<file path="src/rtl/acs_pkg.sv">
// Shared types and constants for the accumulator CPU step core.
`timescale 1ns / 1ps
package acs_pkg;

    localparam int MEM_BYTES = 4096;
    localparam int MEM_AW    = $clog2(MEM_BYTES);

    // item kinds
    localparam logic [1:0] OP_EXEC  = 2'd0;
    localparam logic [1:0] OP_WRITE = 2'd1;
    localparam logic [1:0] OP_READ  = 2'd2;
    localparam logic [1:0] OP_NONE  = 2'd3;

    // instruction opcodes
    localparam logic [3:0] OPC_HALT  = 4'h0;
    localparam logic [3:0] OPC_NOT   = 4'h1;
    localparam logic [3:0] OPC_SHL   = 4'h2;
    localparam logic [3:0] OPC_ASR   = 4'h3;
    localparam logic [3:0] OPC_INC   = 4'h4;
    localparam logic [3:0] OPC_DEC   = 4'h5;
    localparam logic [3:0] OPC_JMP   = 4'h6;
    localparam logic [3:0] OPC_JZ    = 4'h7;
    localparam logic [3:0] OPC_LOAD  = 4'h8;
    localparam logic [3:0] OPC_STORE = 4'h9;
    localparam logic [3:0] OPC_ADD   = 4'hA;
    localparam logic [3:0] OPC_AND   = 4'hB;
    localparam logic [3:0] OPC_OR    = 4'hC;
    localparam logic [3:0] OPC_XOR   = 4'hD;
    localparam logic [3:0] OPC_OUT   = 4'hE;
    localparam logic [3:0] OPC_IN    = 4'hF;

    localparam logic [1:0] MODE_ASCII = 2'd2;

    typedef struct packed {
        logic [1:0]  kind;
        logic [11:0] addr;
        logic [7:0]  wbyte;
        logic [15:0] in_word;
    } t_item;

    typedef struct packed {
        logic  valid;
        t_item item;
    } t_queue_head;

endpackage

</file>
<file path="src/rtl/acs_front.sv">
// Front end: takes input items, classifies them and queues them for the back end.
`timescale 1ns / 1ps
module acs_front import acs_pkg::*; (
    input  logic        i_clk,
    input  logic        i_rst_n,
    input  logic        i_valid,
    output logic        o_stall,
    input  logic [1:0]  i_operation,
    input  logic [11:0] i_address,
    input  logic [7:0]  i_byte_value,
    input  logic [15:0] i_input_word,
    output t_queue_head o_head,
    input  logic        i_pop
);

    t_item      r_q [2];
    logic       r_wr;
    logic       r_rd;
    logic [1:0] r_cnt;
    t_item      in_item;
    logic       push;

    assign o_stall = (r_cnt == 2'd2);
    assign push    = i_valid && !o_stall;

    // keep only the fields each kind of item needs
    always_comb begin
        in_item.kind    = i_operation;
        in_item.addr    = i_address;
        in_item.wbyte   = (i_operation == OP_WRITE) ? i_byte_value : 8'd0;
        in_item.in_word = (i_operation == OP_EXEC) ? i_input_word : 16'd0;
    end

    assign o_head.valid = (r_cnt != 2'd0);
    assign o_head.item  = r_q[r_rd];

    always_ff @(posedge i_clk) begin
        if (push) begin
            r_q[r_wr] <= in_item;
        end
    end

    always_ff @(posedge i_clk) begin
        if (!i_rst_n) begin
            r_wr  <= 1'b0;
            r_rd  <= 1'b0;
            r_cnt <= 2'd0;
        end else begin
            if (push) begin
                r_wr <= ~r_wr;
            end
            if (i_pop) begin
                r_rd <= ~r_rd;
            end
            case ({push, i_pop})
                2'b10:   r_cnt <= r_cnt + 2'd1;
                2'b01:   r_cnt <= r_cnt - 2'd1;
                default: r_cnt <= r_cnt;
            endcase
        end
    end

endmodule

</file>
<file path="config.mk">
export PLATFORM = sky130hd
export DESIGN_NAME = acs_front
export DESIGN_NICKNAME = d
export VERILOG_FILES = /design/src/rtl/acs_pkg.sv /design/src/rtl/acs_front.sv
export SDC_FILE = /design/constraint.sdc
export NUM_CORES = 1
export LEC_CHECK = 0
export ABC_CLOCK_PERIOD_IN_PS = 3700
export BUFFER_PORTS_ARGS = -buffer_cell sky130_fd_sc_hd__buf_2
export CELL_PAD_IN_SITES_DETAIL_PLACEMENT = 0
export CELL_PAD_IN_SITES_GLOBAL_PLACEMENT = 1
export CORE_ASPECT_RATIO = 1.4
export CORE_MARGIN = 5
export CORE_UTILIZATION = 46
export DETAILED_ROUTE_END_ITERATION = 12
export PLACE_DENSITY = 0.87
export SETUP_SLACK_MARGIN = 0.4
export SYNTH_ARGS = -nofsm -noshare
export SYNTH_HDL_FRONTEND = slang
export SYNTH_SLANG_ARGS = --single-unit
</file>
<file path="constraint.sdc">
create_clock -name i_clk -period 3.7 [get_ports i_clk]
set_input_delay 0.555 -clock i_clk [delete_from_list [all_inputs] [get_ports i_clk]]
set_output_delay 0.555 -clock i_clk [all_outputs]
set_load 0.03 [all_outputs]
</file>
==> results of run 1 <==
state kept, by name (all words and copies together), names as in the netlist, named ones only:
| name | count |
|---|---|
| r_wr | 1 |
| r_cnt | 2 |
| r_rd | 1 |
| r_q | 76 |
report_power, final:
| group | internal, W | switching, W | total (W) |
|---|---|---|---|
| logic | 0.000141 | 0.000244 | 0.000385 |
| clock network | 0.000307 | 0.000290 | 0.000597 |
| registers | 0.00110 | 0.0000361 | 0.00114 |
cells in the final DEF (no fill, tap or decap), drive strengths merged, types with 2 or more instances in the layout:
cell type,instances
buf,82
edfxtp,76
mux2,38
and2,27
clkbuf,10
dfxtp,5
clkinv,4
or3,2
xnor2,2
o21ai,2
a21boi,2
clkinvlp,2
inv,2
metal layers:
metal | vias to the layer above | global-route usage (%) | routed length, µm
met1 | 787 | 14.4 | 2050
met3 | 7 | 4.36 | 313
li1 | 810 | - | -
met2 | 49 | 21.8 | 2700
met5 | - | 0 | 0
met4 | 0 | 6.63 | 109
area by class of cell:
| cell class | count | area [µm²] | area share, % |
|---|---|---|---|
| multi-input cells | 81 | 709 | 18.6 |
| flip-flops and latches | 81 | 2380 | 62.4 |
| clock inverters | 6 | 58.8 | 1.54 |
| clock buffers | 10 | 128 | 3.34 |
| inverters | 3 | 11.3 | 0.295 |
| repair buffers | 82 | 413 | 10.8 |
| well taps | 92 | 115 | 3.01 |
cell families after synthesis:
group,after synthesis
buf+inv,8
compound gates,4
fa+ha+maj,1
mux,38
xor+xnor,3
simple gates,35
flops,81
worst reg2reg max path: stages, from the launching register on:
cell                       delay [ns]
sky130_fd_sc_hd__dfxtp_1         0.39
sky130_fd_sc_hd__nand2b_2        0.16
sky130_fd_sc_hd__inv_2           0.04
sky130_fd_sc_hd__or3_1           0.32
sky130_fd_sc_hd__clkinv_1        0.38
sky130_fd_sc_hd__buf_4           0.39
per-stage QoR:
stage               total power [W]  util [%]  instance area, µm²  hold slack, ns
floorplan                   0.00143         -                3130           0.457
global placement            0.00154      54.9                3630           0.477
detailed placement          0.00155      54.9                3630           0.495
CTS                         0.00215      57.7                3820           0.380
global route                0.00221      57.7                3820           0.369
finish                      0.00212      57.7                3820           0.401
worst max-delay path by stage:
stage                 start              endpoint  slack, ns  cells past startpoint
finish                 flop            o_head[13]       1.28                      2
global route           flop            o_head[13]       1.16                      2
CTS                    flop            o_head[13]       1.21                      2
detailed placement  i_valid   r_q[0][5]$_DFFE_PP_       1.50                      5
global placement    i_valid  r_q[0][28]$_DFFE_PP_       1.55                      5
floorplan           i_valid   r_q[0][0]$_DFFE_PP_       1.61                      3
==> results_tabular.tex, run 1 <==
\begin{tabular}{lr}
\hline
Metric & Value \\
\hline
\multicolumn{2}{l}{\textbf{Status}} \\
Status & finished, final reports clean \\
\multicolumn{2}{l}{\textbf{Floorplan}} \\
Row count & 35 \\
Die extent in x & $\sim$80 µm \\
Die Ht & 108 µm \\
I/O pins & 82 \\
Placeable core region & 6610 µm² \\
Die Area & around 8600 µm² \\
Starting density of the core & a little under half \\
\multicolumn{2}{l}{\textbf{Drt}} \\
Detailed Route WL & 5170 µm \\
Overall via count from detail\_route & $\sim$1700 \\
Number of DRC markers in iteration 0 & 59 \\
Number of design rule violations left after detail routing & 0 \\
Residual antenna-violating net count after detailed routing & 0 \\
Drt via density & around 4.7 \\
First-pass DRT Iterations & 4 \\
Avg WL per Cell & around 15 µm \\
\multicolumn{2}{l}{\textbf{Cells and area}} \\
Final-stage net count & 301 \\
Antenna cell count & 0 \\
Fraction of layout cells with a size suffix above 1 & a little over half \\
Area delta synth->final & 22.1\% \\
Final Instance Count excl. Fillers & approximately 360 \\
Number of inserted filler cells in the final layout & approximately 540 \\
\multicolumn{2}{l}{\textbf{Synth}} \\
Mux cell area share after synthesis & a little over an eighth \\
Proportion of netlist area held by the largest area contributor & between 70 and 80\% \\
Average size of a mapped cell & approximately 18 µm² \\
EDFF count, synth & 76 \\
Leading register cell type out of synthesis & sky130\_fd\_sc\_hd\_\_edfxtp\_1 \\
Share of the yosys chip area belonging to registers & between 70 and 80\% \\
Largest cells by area after synthesis & sky130\_fd\_sc\_hd\_\_edfxtp\_1 (73\%), sky130\_fd\_sc\_hd\_\_mux2\_2 (14\%), sky130\_fd\_sc\_hd\_\_and2\_1 (5.4\%), sky130\_fd\_sc\_hd\_\_dfxtp\_1 (3.2\%), sky130\_fd\_sc\_hd\_\_xnor2\_1 (0.56\%) \\
Synthesized netlist net count & 213 \\
Most common cell in the netlist & sky130\_fd\_sc\_hd\_\_edfxtp\_1 \\
Largest family of logic cells by synthesized area & multiplexers \\
Share of synthesized cell area in full adder, half adder and majority cells & less than 1\% \\
Simple-gate portion of the synthesized area & under 10\% \\
Cell area after synthesis & $\sim$3100 µm² \\
Leading area contributor after synthesis & sky130\_fd\_sc\_hd\_\_edfxtp\_1 \\
Number of different library cells in the post-synthesis netlist & 21 \\
Synthesized-area fraction occupied by xor and xnor cells & less than 1\% \\
Post-synth top cells & sky130\_fd\_sc\_hd\_\_edfxtp\_1 (76), sky130\_fd\_sc\_hd\_\_mux2\_2 (38), sky130\_fd\_sc\_hd\_\_and2\_1 (27), sky130\_fd\_sc\_hd\_\_dfxtp\_1 (5), sky130\_fd\_sc\_hd\_\_buf\_2 (3) \\
Synthesized-area fraction occupied by ao, oa, aoi and oai cells & less than 1\% \\
Synthesized flop and latch total & between 80 and 90 \\
Async set-or-reset flop fraction in the synthesized netlist & 0\% \\
Post-Synthesis Cells & between 150 and 200 \\
Ys Warns & 0 \\
\multicolumn{2}{l}{\textbf{Clocking}} \\
Later-pin clock latency in the skew report & 0.34 ns \\
H-tree level count & 3 \\
Total of cells resized after clock tree synthesis & 0 \\
Clock-pin slew on the worst setup and hold paths & $\sim$0.080 ns \\
Clock Sink Count & between 80 and 90 \\
Master cell of the clock root buffer & sky130\_fd\_sc\_hd\_\_clkbuf\_8 \\
Number of buffers added by the clock tree synthesis step & 9 \\
Post-CTS setup buffers & 0 \\
Hold-fix buffer count after cts & 0 \\
TritonCTS clock tree & done \\
Number of buffers on the longest clock path & 2 \\
\multicolumn{2}{l}{\textbf{Critical path}} \\
Startpoint Class & flop \\
Crit path capture type & output pin \\
CP Buf/Inv Count & 1 \\
Register-to-register path setup slack & between 1.5 and 2 ns \\
Cells along the critical path & mux2\_2 -> buf\_2 \\
Classification of the worst setup path & reg2out \\
Reg-to-Reg End & r\_q[0][11]\$\_DFFE\_PP\_ \\
Dominant delay contributor by cell family on the critical path & flip-flops \\
Cell type of the slowest stage on the worst timing path & sky130\_fd\_sc\_hd\_\_dfxtp\_2 \\
Critical path fanouts, max & 38 \\
Max incr delay on CP & 0.91 ns \\
Critical path arrival & $\sim$1.9 ns \\
Origin of the critical flop-to-flop path & r\_cnt[0]\$\_SDFFE\_PN0P\_ \\
Crit path required time & 3.14 ns \\
R2R cell count & 5 \\
\multicolumn{2}{l}{\textbf{STA}} \\
Finish-stage setup viols & 0 \\
Total negative setup slack & 0 ns \\
Final Slew Violations & 0 \\
Max Fclk & between 400 and 500 MHz \\
Endpoints failing hold & 0 \\
Relative max-transition margin & approximately 39\% \\
Measured slew at the worst slew-check pin & 0.914 ns \\
Slack of the critical path & between 1 and 1.5 ns \\
RSZ-0062 raised after global routing & no \\
Min Tclk post-route & around 2.4 ns \\
Max Clock Skew & $\sim$0.0085 ns \\
Tcrit/Tclk final & around 65\% \\
\multicolumn{2}{l}{\textbf{Placement}} \\
Setup WS pre-CTS & 1.50 ns \\
Port-buffer cells & 81 \\
Detail Placement HPWL & about 3400 µm \\
Placed cells & around 340 \\
Routability cong. & roughly 0.73 \\
\multicolumn{2}{l}{\textbf{Global routing}} \\
Global-route wire length before repair & roughly 8200 µm \\
GRT Resource Usage Total & around 13\% \\
Number of antenna violations at the first check in global routing & 0 \\
Pin count of the biggest net entering global routing & 39 \\
Via count of the first global-routing pass & about 1700 \\
Leftover overflow at the end of global routing & 0 \\
\multicolumn{2}{l}{\textbf{Min path}} \\
Hold Path Sink & r\_q[1][24]\$\_DFFE\_PP\_ \\
Hold Startpoint & i\_address[0] \\
Min-Delay Path Class & in2reg \\
Cell depth of the worst hold path & 1 \\
\multicolumn{2}{l}{\textbf{Power and ir drop}} \\
Leakage power summed over all cells & about 1.5 nW \\
Largest voltage drop on the vdd net & roughly 0.33 mV \\
Total power density per cell area & between 500 and 600 nW/µm² \\
\multicolumn{2}{l}{\textbf{Flow run}} \\
Max capacitance violation total & 0 \\
\hline
\end{tabular}
(Power assumes the default switching activity.)
==> run 2, diff against run 1 <==
- ABC_CLOCK_PERIOD_IN_PS: 3700 -> 1900
- CORE_UTILIZATION: 46 -> 39
- PLACE_DENSITY: 0.87 -> 0.79
- clock period: 3.7 -> 1.9 ns (I/O delays scaled with it)
==> run 2 against run 1 <==
Against the previous run:
- flip-flop and latch count did not move
- largest cell class unchanged
- clock power rose by 91%
- worst hold slack got worse by 0.28 ns
- highest routed layer unchanged
- count of clock-buffer cells in the layout fell by 1
==> results_tabular.tex, run 2 (same netlist as run 1, synthesis figures left out) <==
\begin{tabular}{lr}
\hline
Metric & Value \\
\hline
\multicolumn{2}{l}{\textbf{Status}} \\
Status & finished, final reports clean \\
\multicolumn{2}{l}{\textbf{Floorplan}} \\
Die Area & between 9000 and 10000 µm² \\
Starting density of the core & approximately two fifths \\
Row count & 38 \\
I/O pins & between 80 and 90 \\
Die Ht & 116 µm \\
Die extent in x & 85.7 µm \\
Placeable core region & between 7000 and 8000 µm² \\
\multicolumn{2}{l}{\textbf{STA}} \\
RSZ-0062 raised after global routing & yes \\
Tcrit/Tclk final & between 90\% and 100\% \\
Final Hold Slack & around 0.13 ns \\
Measured slew at the worst slew-check pin & a little over 0.9 ns \\
Endpoints failing hold & 0 \\
Max Fclk & $\sim$570 MHz \\
Finish-stage setup viols & 0 \\
Max Clock Skew & around 0.0048 ns \\
Total negative setup slack & 0 ns \\
Relative max-transition margin & between 30\% and 40\% \\
Final Slew Violations & 0 \\
Min Tclk post-route & roughly 1.8 ns \\
\multicolumn{2}{l}{\textbf{Drt}} \\
Residual antenna-violating net count after detailed routing & 0 \\
Avg WL per Cell & between 15 and 20 µm \\
Detailed Route WL & just over 6000 µm \\
Overall via count from detail\_route & 1717 \\
First-pass DRT Iterations & 4 \\
Number of DRC markers in iteration 0 & 50 \\
Number of design rule violations left after detail routing & 0 \\
Drt via density & 4.65 \\
\multicolumn{2}{l}{\textbf{Power and ir drop}} \\
Sequential group share of total power & 51.5\% \\
Clock power frac & 26.9\% \\
Net Sw Frac & a little over a quarter \\
Int Pwr & 0.00310 W \\
Part of the power in combinational logic & roughly 22\% \\
Total power density per cell area & approximately 1100 nW/µm² \\
Leakage power summed over all cells & between 1.5 and 2 nW \\
Net switching power of the design & $\sim$0.0012 W \\
Largest voltage drop on the vdd net & around 0.6 mV \\
\multicolumn{2}{l}{\textbf{Critical path}} \\
CP endpoint & o\_head[11] \\
Classification of the worst setup path & reg2out \\
Crit path capture type & output pin \\
Reg-to-Reg End & r\_q[0][14]\$\_DFFE\_PP\_ \\
Crit path required time & $\sim$1.6 ns \\
Startpoint Class & flop \\
Critical path fanouts, max & 19 \\
Register-to-register path setup slack & between 0.3 and 0.4 ns \\
Critical path arrival & approximately 1.5 ns \\
R2R cell count & 5 \\
Origin of the critical flop-to-flop path & r\_cnt[0]\$\_SDFFE\_PN0P\_ \\
\multicolumn{2}{l}{\textbf{Cells and area}} \\
Area delta synth->final & 29.0\% \\
Number of inserted filler cells in the final layout & 693 \\
Share of the core filled with cells & 51.7\% \\
Fraction of layout cells with a size suffix above 1 & between 50\% and 60\% \\
Final non-filler cell area & just over 4000 µm² \\
Antenna cell count & 0 \\
Register ranked first by flip-flop count & r\_q \\
Commonest non-fill, non-tap cell in the layout & sky130\_fd\_sc\_hd\_\_edfxtp\_1 \\
Final-stage net count & between 300 and 400 \\
Largest registers & r\_q x76, r\_cnt x2 \\
Commonest non-fill, non-tap cells in the layout & sky130\_fd\_sc\_hd\_\_edfxtp\_1 (76), sky130\_fd\_sc\_hd\_\_buf\_2 (74), sky130\_fd\_sc\_hd\_\_mux2\_2 (38), sky130\_fd\_sc\_hd\_\_and2\_1 (27), sky130\_fd\_sc\_hd\_\_clkbuf\_8 (9) \\
Final Instance Count excl. Fillers & 369 \\
Max FFs per register & 76 \\
\multicolumn{2}{l}{\textbf{Clocking}} \\
H-tree level count & 3 \\
Master cell of the clock root buffer & sky130\_fd\_sc\_hd\_\_clkbuf\_8 \\
Clock Sink Count & between 80 and 90 \\
Clock-pin slew on the worst setup and hold paths & 0.08 ns \\
Later-pin clock latency in the skew report & about 0.34 ns \\
Post-CTS setup buffers & 0 \\
TritonCTS clock tree & done \\
Number of buffers added by the clock tree synthesis step & 9 \\
Number of buffers on the longest clock path & 2 \\
\multicolumn{2}{l}{\textbf{Global routing}} \\
Number of antenna violations at the first check in global routing & 0 \\
Via count of the first global-routing pass & roughly 1900 \\
Pin count of the biggest net entering global routing & 39 \\
Leftover overflow at the end of global routing & 0 \\
GRT Resource Usage Total & about an eighth \\
Global-route wire length before repair & approximately 9400 µm \\
\multicolumn{2}{l}{\textbf{Placement}} \\
Detail Placement HPWL & 3840 µm \\
Port-buffer cells & between 80 and 90 \\
Placed inst area & around 3700 µm² \\
Routability cong. & around 0.67 \\
Placed cells & 350 \\
\multicolumn{2}{l}{\textbf{Min path}} \\
Min-Delay Path Class & in2reg \\
Hold Startpoint & i\_address[1] \\
\multicolumn{2}{l}{\textbf{Flow run}} \\
Max capacitance violation total & 0 \\
\hline
\end{tabular}
[run 2: metal layers]
layer / global-route usage [%] / up-vias / routed length (µm)
met4: 8.87 / 0 / 175
li1: - / 828 / -
met2: 22.8 / 51 / 3210
met3: 2.06 / 11 / 258
met1: 14.9 / 827 / 2490
met5: 0 / - / 0
[run 2: critical path, cell delays in order, from the launching register on]
cell,delay [ns]
sky130_fd_sc_hd__dfxtp_4,0.43
sky130_fd_sc_hd__buf_16,0.19
sky130_fd_sc_hd__mux2_2,0.34
sky130_fd_sc_hd__buf_2,0.18
[run 2: area by class of cell]
class                           count  area [µm²]  area share [%]
Timing Repair Buffer               89         594            14.7
Sequential cell                    81        2390            59.2
Inverter                            3        17.5           0.434
Clock buffer                        9         124            3.07
Tap cell                          100         125            3.10
Clock inverter                      6        50.0            1.24
Multi-Input combinational cell     81         736            18.2
[run 2: how the worst min path moves through the flow]
stage | end | depth (start not counted)
2_1_floorplan | r_q[0][24]$_DFFE_PP_ | 0
3_3_place_gp | r_q[0][28]$_DFFE_PP_ | 1
3_5_place_dp | r_q[1][27]$_DFFE_PP_ | 1
4_1_cts | r_q[0][25]$_DFFE_PP_ | 1
5_1_grt | r_q[1][30]$_DFFE_PP_ | 1
6_report | r_q[0][25]$_DFFE_PP_ | 1
[run 2: through the flow]
step,worst slack [ns],power [W]
3_3_place_gp,0.350,0.00306
3_5_place_dp,0.305,0.00308
5_1_grt,0.0633,0.00444
6_report,0.137,0.00425
2_1_floorplan,0.228,0.00280
4_1_cts,0.101,0.00428
[run 2: repair_timing]
action / in CTS / in global routing
hold buffers: 0 / 0
cloned: 2 / 2
endpoints found under the setup margin: 55 / 70
resized for setup: 12 / 4
[run 2: power groups by stage]
stage	Sequential, W	Combinational (W)	Clock [W]
after floorplan	0.00221	0.000583	0
after global placement	0.00222	0.000843	0
after detailed placement	0.00223	0.000852	0
after CTS	0.00219	0.000905	0.00119
after global routing	0.00221	0.000986	0.00125
final	0.00219	0.000922	0.00114
